$ cat src/mst_pkg.sv
// ----------------------------------------------------------------------------
// mst_pkg
// shared types and constants of the multistream sequence tracker
// ----------------------------------------------------------------------------
package mst_pkg;

  localparam int MAX_SLOTS   = 16;
  localparam int SLOT_W      = $clog2(MAX_SLOTS);
  localparam int CNT_W       = 5;
  localparam int SEQ_SPACE   = 65536;
  localparam int SEQ_W       = $clog2(SEQ_SPACE);
  localparam int TOT_W       = SEQ_W + 1;
  localparam int MIN_LEN     = 32;
  localparam int CNT17_W     = 17;
  localparam int CNT32_W     = 32;
  localparam int LAT_W       = 32;
  localparam int BM_WORD_W   = 64;
  localparam int BM_OFF_W    = $clog2(BM_WORD_W);
  localparam int BM_DEPTH    = MAX_SLOTS * SEQ_SPACE / BM_WORD_W;
  localparam int BM_AW       = $clog2(BM_DEPTH);
  localparam int IN_TDATA_W  = 336;
  localparam int OUT_TDATA_W = 104;
  localparam int OUT_TUSER_W = 3;
  localparam int QUEUE_DEPTH = 2;
  localparam int QPTR_W      = $clog2(QUEUE_DEPTH);
  localparam int QCNT_W      = $clog2(QUEUE_DEPTH + 1);

  localparam logic [CNT17_W-1:0] CNT17_MAX = '1;
  localparam logic [CNT32_W-1:0] CNT32_MAX = '1;

  typedef enum logic [2:0] {
    ST_SHORT     = 3'd0,
    ST_UNMATCHED = 3'd1,
    ST_REJECT    = 3'd2,
    ST_DUP       = 3'd3,
    ST_NEW       = 3'd4,
    ST_REORDER   = 3'd5
  } status_t;

  typedef enum logic [1:0] {
    BS_CLEAR,
    BS_IDLE,
    BS_LOOK
  } bstate_t;

  typedef struct packed {
    logic              hit;
    status_t           status;
    logic [SLOT_W-1:0] slot;
    logic [SEQ_W-1:0]  seq;
    logic [TOT_W-1:0]  total;
    logic [LAT_W-1:0]  latency;
    logic [CNT_W-1:0]  in_use;
  } item_t;

endpackage

$ cat src/mst_front.sv
// ----------------------------------------------------------------------------
// mst_front
// classifies requests: length check, stream lookup, admission, range checks
// ----------------------------------------------------------------------------
module mst_front import mst_pkg::*; (
  input  logic                  clk,
  input  logic                  rst,
  input  logic [IN_TDATA_W-1:0] s_tdata,
  input  logic                  accept,
  input  logic [CNT_W-1:0]      expected,
  output item_t                 item
);

  logic [63:0]       id_tab  [MAX_SLOTS];
  logic [TOT_W-1:0]  tot_tab [MAX_SLOTS];
  logic [CNT_W-1:0]  in_use;

  logic [63:0] sid, seq, total, sent, arrived;
  logic [15:0] len;
  logic [MAX_SLOTS-1:0] hits;
  logic              found;
  logic [SLOT_W-1:0] match;
  logic              room, bad_total, admit;
  logic [TOT_W-1:0]  eff_total;
  logic [63:0]       diff;

  assign sid     = s_tdata[63:0];
  assign seq     = s_tdata[127:64];
  assign total   = s_tdata[191:128];
  assign sent    = s_tdata[255:192];
  assign arrived = s_tdata[319:256];
  assign len     = s_tdata[335:320];

  always_comb begin
    for (int i = 0; i < MAX_SLOTS; i++) begin
      hits[i] = (CNT_W'(i) < in_use) && (id_tab[i] == sid);
    end
    found = 1'b0;
    match = '0;
    for (int i = MAX_SLOTS - 1; i >= 0; i--) begin
      if (hits[i]) begin
        found = 1'b1;
        match = SLOT_W'(i);
      end
    end
  end

  assign room      = (in_use < expected) && (in_use < CNT_W'(MAX_SLOTS));
  assign bad_total = (total == 64'd0) || (total > 64'(SEQ_SPACE));
  assign admit     = (len >= 16'(MIN_LEN)) && !found && room && !bad_total;
  assign eff_total = found ? tot_tab[match] : total[TOT_W-1:0];
  assign diff      = arrived - sent;

  always_comb begin
    item         = '0;
    item.status  = ST_SHORT;
    item.slot    = found ? match : in_use[SLOT_W-1:0];
    item.seq     = seq[SEQ_W-1:0];
    item.total   = eff_total;
    item.in_use  = admit ? in_use + CNT_W'(1) : in_use;
    if (arrived > sent) begin
      item.latency = (diff > 64'(CNT32_MAX)) ? CNT32_MAX : diff[LAT_W-1:0];
    end
    priority if (len < 16'(MIN_LEN)) begin
      item.status = ST_SHORT;
    end else if (!found && !room) begin
      item.status = ST_UNMATCHED;
    end else if (!found && bad_total) begin
      item.status = ST_REJECT;
    end else if (total != 64'(eff_total) || seq >= 64'(eff_total)) begin
      item.status = ST_UNMATCHED;
    end else begin
      item.status = ST_NEW;
      item.hit    = 1'b1;
    end
  end

  always_ff @(posedge clk) begin
    if (rst) begin
      in_use <= '0;
    end else if (accept && admit) begin
      in_use <= in_use + CNT_W'(1);
    end
    if (accept && admit) begin
      id_tab[in_use[SLOT_W-1:0]]  <= sid;
      tot_tab[in_use[SLOT_W-1:0]] <= total[TOT_W-1:0];
    end
  end

endmodule

$ cat config.mk
export PLATFORM = sky130hd
export DESIGN_NAME = mst_front
export DESIGN_NICKNAME = d
export VERILOG_FILES = /design/src/mst_pkg.sv /design/src/mst_front.sv
export SDC_FILE = /design/constraint.sdc
export NUM_CORES = 2
export LEC_CHECK = 0
export BUFFER_PORTS_ARGS = -buffer_cell sky130_fd_sc_hd__buf_2
export CORE_MARGIN = 4
export CORE_UTILIZATION = 30
export CTS_BUF_LIST = sky130_fd_sc_hd__clkbuf_4 sky130_fd_sc_hd__clkbuf_8
export CTS_CLUSTER_SIZE = 14
export DETAILED_ROUTE_END_ITERATION = 8
export GPL_ROUTABILITY_DRIVEN = 0
export PLACE_DENSITY = 0.44
export SLEW_MARGIN = 15
export SYNTH_ARGS = -nofsm -noshare
export SYNTH_HDL_FRONTEND = slang
export SYNTH_SLANG_ARGS = --single-unit
$ cat constraint.sdc
create_clock -name clk -period 13.8 [get_ports clk]
set_clock_uncertainty 0.1 [all_clocks]
set_input_delay 2.76 -clock clk [delete_from_list [all_inputs] [get_ports clk]]
set_output_delay 2.76 -clock clk [all_outputs]
set_load 0.02 [all_outputs]
==> metrics.md <==
| Metric | Value |
|---|---|
| Number of buffers added on ports | 416 |
| Yosys cell types | a little under 100 |
| CP Data Arrival Time | roughly 11,000 ps |
| Via density | 5.20 |
| IO Pins | 422 |
| Rows | about 170 |
| Drt initial violations | around 4,500 |
| Seq cells post-synth | 1,301 |
| Die height | 471 µm |
| Peak VDD IR | 0.103 mV |
| DRC viols | 0 |
| Power Density | 115 nW/µm² |
| CP Class | input pin to output port |
| R2R depth | 20 |
| TritonCTS clock tree | yes |
| First-pass GRT wire length | approximately 350 mm |
| Via count | 44,836 |
| Die Span X | 471 µm |
| Critical Path Fanout Max | 24 |
| Crit end category | output port |
| Final core utilization | 36.1% |
| CP max stage delay | 570 ps |
| Min Clock Period, post-route | 13,440 ps |
| Yosys warning total | 0 |
| Total power draw | about 0.009 W |
| Crit start category | input pin |
| Crit path max-delay cell type | or3_1 |
| Critical path capture point | item[77] |
| Register area share after synthesis | 60.8% |
| Critical Path Start | s_tdata[47] |
| Most common flop cell mapped by yosys | edfxtp_1 |
| Status | complete, no violations |
| Die area | about 220,000 µm² |
| Synthesis-to-layout area growth | 19.4% |
| Lkg Pwr | 26.2 nW |
| Final Hold Fails | 0 |
| Instance count of the mapped netlist | 4,829 |
| Initial Util | 30.2% |
| Synth Area per Inst | between 10 and 15 µm² |
| Vias in the first global route | 44,072 |
| Remaining antenna violation count | 0 |
| CTS max path bufs | 3 |
| Maximum number of pins on one net before global-route repair | a little under 80 |
| Slew HR | 11.6% |
| Commonest non-fill, non-tap cell in the layout | edfxtp_1 |
| GR Overflow Total | 0 |
| Setup TNS | 0 ps |
| Setup Buffers After CTS | 0 |
| Storage element area | 39,000 µm² |
| Max H-tree Level | 4 |
| Final net count | 6,044 |
| Initial antenna violation count | 20 |
| Most used cell, CP | a21o_1 |
| WL per Instance | 29.6 µm |
| Critical path data required time | ~11,000 ps |
| Reg clk slew, reported paths | 60 ps |
| Slew Limit Fails | 0 |
| Fraction of registers with async set/reset | 0% |
| Fmax | 0.0744 GHz |
| Least-Margin Pin Slew | 1320 ps |
| Proportion of layout cells with a drive suffix above 1 | a little over a fifth |
| Commonest cells after routing, fill and taps aside | edfxtp_1, xor2_1, xnor2_1 |
| Detailed Place HPWL | 180 mm |
| Crit share post-route | a little over nine tenths |
| Max cap viols | 0 |
| Final wirelength | between 200 and 300 mm |
| Global Route Usage Sum | 22.3% |
| CTS buffer count | 228 |
| Worst reg2reg startpoint | in_use[4] |
| Area of the multi-input gates | 23,600 µm² |
| Worst min-delay path startpoint | in_use[0] |
| CTS Root Cell | clkbuf_8 |
| Fill cells | around 21,000 |
| Synthesized net count | 5,263 |
| Mapped Area | 64,200 µm² |
| Later-pin clock latency in the skew report | 1010 ps |
| R2R setup slack | 5660 ps |
| First-pass detailed-route iteration total | 7 |
| CTS Sinks | approximately 1,300 |
| Core outline area | 213,000 µm² |
| Final setup fails | 0 |
| Hold Path Class | register to register |
| Reg2reg end | id_tab[13][59] |
| Number of flops mapped to enable cells by yosys | roughly 1,300 |
==> worst min-delay path by stage <==
stage / endpoint / cells past startpoint
finish: in_use[0] / 2
global route: in_use[0] / 2
CTS: in_use[0] / 2
detailed placement: in_use[0] / 2
global placement: in_use[0] / 2
floorplan: in_use[0] / 3
==> final cells by class <==
type	count	area share, %
antenna	5	0.0163
timing repair buffer	763	7.05
clock buffer	290	4.72
inverter	162	0.793
multi-input combinational	3154	30.8
tap	2821	4.60
clock inverter	128	1.10
sequential	1301	50.9
==> synthesized netlist by cell type, drive strengths merged (41+ instances only) <==
cell,instances,share of area [%]
nand3,74,0.58
nor4,303,3.0
nand2b,58,0.57
inv,162,0.95
or4,41,0.49
ha,89,1.7
o21ai,69,0.54
edfxtp,1296,61
nor2b,127,1.2
a21oi,127,0.99
nor3,67,0.54
xnor2,449,6.1
a21o,66,0.77
mux2i,192,3.0
nand2,165,0.97
xor2,548,7.5
nand4,237,2.3
clkbuf,53,0.31
nor2,147,0.86
buf,160,1.5
==> logic make-up (layout without fill, tap and decap cells) <==
kind of cell	count (synthesis)	after routing	synth area share [%]
xor+xnor	997	997	13.6
compound gates	460	461	4.89
other cells	0	5	0
buf+inv	375	1343	2.73
mux	222	222	3.64
simple gates	1384	1384	12.6
fa+ha+maj	90	90	1.77
flops	1301	1301	60.8
==> per-layer routing <==
layer	track usage (%)	wire, µm	up-vias	share of wire (%)
met5	0	12	-	0.0047
met4	6.27	6820	2	2.7
met3	3.24	13900	315	5.4
met2	36.1	117000	1698	46
met1	31.3	118000	22971	46
li1	-	-	19850	-
==> through the flow <==
| step | cell area (µm²) | instances | setup WS [ps] | hold slack [ps] |
|---|---|---|---|---|
| after floorplan | 64200 | 4829 | 1430 | 641 |
| after global placement | 72100 | 8200 | 117 | 594 |
| after detailed placement | 72100 | 8200 | 227 | 595 |
| after CTS | 76600 | 8618 | 200 | 605 |
| after global routing | 76700 | 8622 | -12.6 | 659 |
| final | 76700 | 8624 | 361 | 612 |
==> critical path, delay by kind of cell <==
family | cells | cell delay [ps]
AOI/OAI and AO/OA | 15 | 3240
adders and majority gates | 1 | 230
buffers and inverters | 5 | 1170
muxes | 3 | 680
and+or+nand+nor | 11 | 2440
==> sequential cells by signal (all words and copies together), names as in the netlist <==
signal   cells
id_tab    1024
tot_tab    272
in_use       5
==> timing repair <==
item | 4_1_cts | 5_1_grt
gates resized for setup | 0 | 14
setup endpoints to repair | 0 | 3
hold buffers | 0 | 0
==> power by group <==
group | leakage, nW | total (W) | internal (W) | switching [W]
logic | 12.2 | 0.000904 | 0.000296 | 0.000608
clock network | 2.34 | 0.00357 | 0.00187 | 0.00170
registers | 11.7 | 0.00434 | 0.00434 | 0
No activity file was read; power rests on OpenSTA's default activity.
