$ cat src/mst_pkg.sv
// ----------------------------------------------------------------------------
// mst_pkg
// shared types and constants of the multistream sequence tracker
// ----------------------------------------------------------------------------
package mst_pkg;

  localparam int MAX_SLOTS   = 16;
  localparam int SLOT_W      = $clog2(MAX_SLOTS);
  localparam int CNT_W       = 5;
  localparam int SEQ_SPACE   = 65536;
  localparam int SEQ_W       = $clog2(SEQ_SPACE);
  localparam int TOT_W       = SEQ_W + 1;
  localparam int MIN_LEN     = 32;
  localparam int CNT17_W     = 17;
  localparam int CNT32_W     = 32;
  localparam int LAT_W       = 32;
  localparam int BM_WORD_W   = 64;
  localparam int BM_OFF_W    = $clog2(BM_WORD_W);
  localparam int BM_DEPTH    = MAX_SLOTS * SEQ_SPACE / BM_WORD_W;
  localparam int BM_AW       = $clog2(BM_DEPTH);
  localparam int IN_TDATA_W  = 336;
  localparam int OUT_TDATA_W = 104;
  localparam int OUT_TUSER_W = 3;
  localparam int QUEUE_DEPTH = 2;
  localparam int QPTR_W      = $clog2(QUEUE_DEPTH);
  localparam int QCNT_W      = $clog2(QUEUE_DEPTH + 1);

  localparam logic [CNT17_W-1:0] CNT17_MAX = '1;
  localparam logic [CNT32_W-1:0] CNT32_MAX = '1;

  typedef enum logic [2:0] {
    ST_SHORT     = 3'd0,
    ST_UNMATCHED = 3'd1,
    ST_REJECT    = 3'd2,
    ST_DUP       = 3'd3,
    ST_NEW       = 3'd4,
    ST_REORDER   = 3'd5
  } status_t;

  typedef enum logic [1:0] {
    BS_CLEAR,
    BS_IDLE,
    BS_LOOK
  } bstate_t;

  typedef struct packed {
    logic              hit;
    status_t           status;
    logic [SLOT_W-1:0] slot;
    logic [SEQ_W-1:0]  seq;
    logic [TOT_W-1:0]  total;
    logic [LAT_W-1:0]  latency;
    logic [CNT_W-1:0]  in_use;
  } item_t;

endpackage

$ cat src/mst_queue.sv
// ----------------------------------------------------------------------------
// mst_queue
// short queue of classified requests between front and back
// ----------------------------------------------------------------------------
module mst_queue import mst_pkg::*; (
  input  logic  clk,
  input  logic  rst,
  input  logic  push,
  input  item_t push_item,
  input  logic  pop,
  output item_t head,
  output logic  empty,
  output logic  full
);

  item_t             mem [QUEUE_DEPTH];
  logic [QPTR_W-1:0] wr_ptr, rd_ptr;
  logic [QCNT_W-1:0] count;

  assign head  = mem[rd_ptr];
  assign empty = (count == '0);
  assign full  = (count == QCNT_W'(QUEUE_DEPTH));

  always_ff @(posedge clk) begin
    if (rst) begin
      wr_ptr <= '0;
      rd_ptr <= '0;
      count  <= '0;
    end else begin
      if (push) begin
        wr_ptr <= (wr_ptr == QPTR_W'(QUEUE_DEPTH - 1)) ? '0 : wr_ptr + QPTR_W'(1);
      end
      if (pop) begin
        rd_ptr <= (rd_ptr == QPTR_W'(QUEUE_DEPTH - 1)) ? '0 : rd_ptr + QPTR_W'(1);
      end
      if (push && !pop) begin
        count <= count + QCNT_W'(1);
      end else if (pop && !push) begin
        count <= count - QCNT_W'(1);
      end
    end
    if (push) begin
      mem[wr_ptr] <= push_item;
    end
  end

endmodule

$ cat config.mk
export PLATFORM = sky130hd
export DESIGN_NAME = mst_queue
export DESIGN_NICKNAME = d
export VERILOG_FILES = /design/src/mst_pkg.sv /design/src/mst_queue.sv
export SDC_FILE = /design/constraint.sdc
export NUM_CORES = 1
export LEC_CHECK = 0
export BUFFER_PORTS_ARGS = -buffer_cell sky130_fd_sc_hd__buf_2
export CORE_ASPECT_RATIO = 1.2
export CORE_MARGIN = 3
export CORE_UTILIZATION = 29
export DETAILED_ROUTE_END_ITERATION = 6
export REMOVE_ABC_BUFFERS = 1
export SKIP_CTS_REPAIR_TIMING = 1
export SKIP_LAST_GASP = 1
export SYNTH_ARGS = -nofsm -noshare
export SYNTH_HDL_FRONTEND = slang
export SYNTH_SLANG_ARGS = --single-unit
$ cat constraint.sdc
create_clock -name clk -period 7.9 [get_ports clk]
set_input_delay 0.79 -clock clk [delete_from_list [all_inputs] [get_ports clk]]
set_output_delay 0.79 -clock clk [all_outputs]
set_load 0.02 [all_outputs]
==> results.toml, run 1 <==
[route]
drt-wirelength-per-cell_um = 15.7
routed_wirelength_mm = 11.2
drt-vias-per-instance = 4.24
antenna_left = 0
vias = 3014
drt_iter0_markers = 167
drtPass1Iterations = 4
drc = 0

[layout]
n_fill_cell = 1874
final_common_cell = "buf_2"
drive_above_1_share = 0.604
final_cell_mix = "161 x buf_2, 156 x edfxtp_1, 58 x mux2_2, 20 x mux2_4, 17 x clkbuf_16"
syn2layout_area_growth_pct = 28.0
fin_nets = 520
finalInstanceArea_um2 = 7570
postLayoutCoreUtil = 0.383
antenna_cells = 0

[global_route]
grt_pass1_vias = 3420
track_usage = 0.103
grt_max_degree = 79
grt_pass1_wl_mm = 17.3
gr-total-overflow = 0
antenna_found_initial = 0

[placed_design]
portBuffers = 161
place_hpwl_mm = 6.97
place_area_um2 = 7000
gp_congestion = 0.658

[setup_path]
path_buf_inv = 1
worst_path_dominant_cell_family = "flip-flops"
worst_ep_required_time_ns = 7.11
rrSetupSlack_ns = 6.14
start_kind = "flop"
cpPeakStageDelay_ns = 1.14
crit_fanout = 78
worst_ep_arrival_time_ns = 2.19
cpMaxStageDelayCell = "dfxtp_4"
crit_type = "flop to output port"
worstPathCellList = "mux2_2 > buf_2"
endpoint_kind = "output port"

[logic_synthesis]
yosys-top-cells-area = "edfxtp_1 79%, mux2_2 11%, mux2_4 5.1%"
netlist_area_um2 = 5910
ys_seq_area_frac = 0.809
yosysTopAreaCell = "edfxtp_1"
synthCells = 265
synth_top_area_frac = 0.792
ys_warn_count = 0
syn_avg_cell_area_um2 = 22.3
synth-seq-cells = 161
ys_types = 16

[timing]
rsz0062_at_grt = "false"
period_minus_slack_ns = 2.98
slew_viol_final = 0
tns_ns = 0
hold_viol = 0
skew_ns = 0.00462
setup_viol = 0
fin_crit_sh = 0.377
fmax_ghz = 0.336
maxSlewHeadroom = 0.214
worstMarginPinSlew_ns = 1.18

[power_and_ir_drop]
ir_drop_mv = 0.118
p_per_area_nw_per_um2 = 271
power_mw = 2.05
p_leak_nw = 2.84

[cts]
clkTransAtPathRegs_ns = 0.06
htreeDepth = 4
clockBufferDepth = 2
numClockSinks = 161
cts-root-buf = "clkbuf_16"
cts_tree = "yes"
clk_latency_ns = 0.41
cts_buffers = 17

[job]
maxCapViolCount = 0

[floorplanning]
fp.dieArea_um2 = 22100
io_pins = 162
die_w_um = 136
die_y_um = 162
start_util = 0.299
rows = 56
core_area_um2 = 19800

[min_path]
hp-class = "flop to flop"

[outcome]
status = "completed"
-- worst min-delay path, stage by stage, from the launching register on --
cell,delay [ns]
dfxtp_1,0.32
o21ai_0,0.07
a21oi_1,0.06
-- registers in the layout, indices dropped and copies added (netlist names), named ones only --
name,flops
mem,156
count,2
rd_ptr,1
wr_ptr,1
-- Yosys cell counts --
| master | n |
|---|---|
| dfxtp_1 | 5 |
| mux2_2 | 58 |
| xnor2_1 | 2 |
| o21ai_0 | 1 |
| and2_1 | 1 |
| buf_6 | 4 |
| nor2b_1 | 2 |
| or3_1 | 1 |
| inv_1 | 1 |
| nor2_1 | 5 |
| mux2_4 | 20 |
| edfxtp_1 | 156 |
| a21oi_1 | 1 |
| buf_2 | 5 |
| xor2_1 | 2 |
| ha_1 | 1 |
-- cells by family (layout without fill, tap and decap cells) --
group,count (synthesis),count (layout),synth area share
and+or+nand+nor,9,9,0.00741
adders and majority gates,1,1,0.00212
muxes,78,78,0.161
xor gates and xnor gates,4,4,0.00593
buffers and inverters,10,195,0.0125
AOI/OAI and AO/OA,2,2,0.00169
DFF,161,161,0.809
-- metal layers --
metal | vias to the layer above | GRT usage | part of all wire
li1 | 1386 | - | -
met1 | 1517 | 0.111 | 0.39
met2 | 97 | 0.180 | 0.53
met3 | 14 | 0.0371 | 0.059
met4 | 0 | 0.0467 | 0.017
met5 | - | 0 | 0
-- path summary, 6_finish.rpt --
kind / from / endpoint / cells after the start
worst min register to register: count[1]$_SDFFE_PP0P_ / count[1]$_SDFFE_PP0P_ / 2
worst max-delay path: flop / head[7] / 2
worst max register to register: wr_ptr$_SDFFE_PP0P_ / mem[1][48]$_DFFE_PP_ / 1
worst min-delay path: count[1]$_SDFFE_PP0P_ / count[1]$_SDFFE_PP0P_ / 2
-- power breakdown --
part / total [mW] / internal, mW / leakage [nW] / switching (mW)
combinational: 0.228 / 0.101 / 1.06 / 0.127
sequential: 1.03 / 0.997 / 1.51 / 0.0299
clock: 0.795 / 0.468 / 0.272 / 0.327
-- through the flow --
step | hold slack, ns | cells | worst slack (ns)
6_report | 0.501 | 711 | 4.92
5_1_grt | 0.528 | 711 | 4.79
4_1_cts | 0.505 | 711 | 4.85
3_5_place_dp | 0.495 | 679 | 5.31
3_3_place_gp | 0.479 | 679 | 5.34
2_1_floorplan | 0.461 | 256 | 3.17
-- layout make-up --
class	instances	area [µm²]	area share
Multi-Input combinational cell	94	1060	0.141
Clock buffer	20	437	0.0577
Clock inverter	12	133	0.0175
Timing Repair Buffer	162	813	0.107
Sequential cell	161	4790	0.633
Tap cell	261	327	0.0432
Inverter	1	3.75	0.000496
Note: power is estimated with default switching activity, not from simulation.
==> inputs of run 2 (changes only) <==
==> constraint.sdc (replaced) <==
create_clock -name clk -period 2.7 [get_ports clk]
set_input_delay 0.27 -clock clk [delete_from_list [all_inputs] [get_ports clk]]
set_output_delay 0.27 -clock clk [all_outputs]
set_load 0.02 [all_outputs]
==> run 2 against run 1 <==
Compared with the run above:
- cell count up 0.28%
- hold slack worse by 0.45 ns
- sequential cell count did not move
- setup slack worse by 4.2 ns
- clock skew increased by 0.0034 ns
- largest power group unchanged
- clock-buffer cell count down 2
- total power rose to 3.0 times the previous value
==> results.toml, run 2 (same netlist as run 1, synthesis figures left out) <==
[outcome]
status = "completed"

[power_and_ir_drop]
ir_drop_mv = 0.419
power_mw = 6.11
p_per_area_nw_per_um2 = 798
p_leak_nw = 2.87

[cts]
numClockSinks = 161
htreeDepth = 4
cts_buffers = 17
cts_tree = "yes"
clkTransAtPathRegs_ns = 0.07
cts-root-buf = "clkbuf_16"
clk_latency_ns = 0.40
clockBufferDepth = 2

[setup_path]
path_buf_inv = 2
worst_path_dominant_cell_family = "buffers and inverters"
rrSetupSlack_ns = 1.09
crit_fanout = 78
worst_ep_arrival_time_ns = 1.75
crit_type = "flop to output port"
start_kind = "flop"
r2r-end = "mem[1][65]$_DFFE_PP_"
endpoint_kind = "output port"
timing.rr.start = "wr_ptr$_SDFFE_PP0P_"
worst_ep_required_time_ns = 2.43
cpPeakStageDelay_ns = 0.40
ff2ff_path_depth = 2
cpMaxStageDelayCell = "mux2_2"
worstPathCellList = "buf_12 > mux2_2 > buf_2"

[route]
drt-vias-per-instance = 4.19
drc = 0
drt-wirelength-per-cell_um = 15.5
vias = 2990
drt_iter0_markers = 164
drtPass1Iterations = 4
antenna_left = 0
routed_wirelength_mm = 11.0

[timing]
slew_viol_final = 0
hold_viol = 0
setup_viol = 0
rsz0062_at_grt = "false"
final_critical_path_setup_slack_ns = 0.677
worstMarginPinSlew_ns = 0.558
skew_ns = 0.00799
fin_crit_sh = 0.749
maxSlewHeadroom = 0.628
tns_ns = 0
fmax_ghz = 0.494
period_minus_slack_ns = 2.02

[layout]
postLayoutCoreUtil = 0.387
final_common_cell = "buf_2"
drive_above_1_share = 0.608
antenna_cells = 0
largestRegisters = "mem x156, count x2"
largest_register_ff_count = 156
fin_nets = 522
regMostFlops = "mem"
finalInstanceArea_um2 = 7650
syn2layout_area_growth_pct = 29.5
final_cell_mix = "161 x buf_2, 156 x edfxtp_1, 58 x mux2_2, 20 x mux2_4, 17 x clkbuf_16"

[floorplanning]
io_pins = 162
start_util = 0.299
rows = 56
core_area_um2 = 19800
die_y_um = 162
die_w_um = 136
fp.dieArea_um2 = 22100

[global_route]
track_usage = 0.101
grt_max_degree = 79
grt_pass1_wl_mm = 17.2
grt_pass1_vias = 3336
antenna_found_initial = 1
gr-total-overflow = 0

[placed_design]
place_area_um2 = 7050
portBuffers = 161
gp_congestion = 0.661
place_hpwl_mm = 7.09
dpl_worst_slack_ns = 1.02

[min_path]
min_from = "push_item[37]"
min_to = "mem[0][37]$_DFFE_PP_"
whs_path_depth = 1
hp-class = "primary input to flop"

[job]
maxCapViolCount = 0
run 2: cell count changes in the layout (fill, tap and decap cells not counted), sizes merged:
cell	previous run	this run
clkbuf	20	18
clkinvlp	3	4
buf	162	164
bufinv	2	3
run 2: per-stage QoR:
| step | std cells | hold WS [ns] |
|---|---|---|
| 2_1_floorplan | 256 | 0.339 |
| 3_3_place_gp | 681 | 0.458 |
| 3_5_place_dp | 681 | 0.461 |
| 4_1_cts | 713 | 0.0181 |
| 5_1_grt | 713 | 0.0157 |
| 6_report | 713 | 0.0476 |
run 2: where the power goes:
group | leakage [nW] | internal [mW] | switching, mW
Clock | 0.282 | 1.47 | 0.966
Combinational | 1.08 | 0.304 | 0.423
Sequential | 1.51 | 2.91 | 0.0371
Total | 2.87 | 4.68 | 1.43
run 2: final cells by class:
type | instances | area (µm²)
Fill cell | 1861 | 12100
Sequential cell | 161 | 4790
Multi-Input combinational cell | 94 | 1060
Timing Repair Buffer | 164 | 866
Clock buffer | 18 | 429
Tap cell | 261 | 327
Clock inverter | 14 | 176
Inverter | 1 | 3.75
run 2: how the worst max path moves through the flow:
| stage | to | cells past startpoint |
|---|---|---|
| floorplan | mem[0][0]$_DFFE_PP_ | 1 |
| global placement | mem[1][20]$_DFFE_PP_ | 3 |
| detailed placement | mem[1][36]$_DFFE_PP_ | 2 |
| CTS | head[2] | 3 |
| global route | head[7] | 3 |
| finish | head[3] | 3 |
run 2: routing by layer:
layer / up-vias / routed length (µm) / track usage
met2: 87 / 5960 / 0.183
met5: - / 17 / 0
met1: 1500 / 4250 / 0.108
met4: 2 / 120 / 0.0357
li1: 1393 / - / -
met3: 8 / 677 / 0.0371
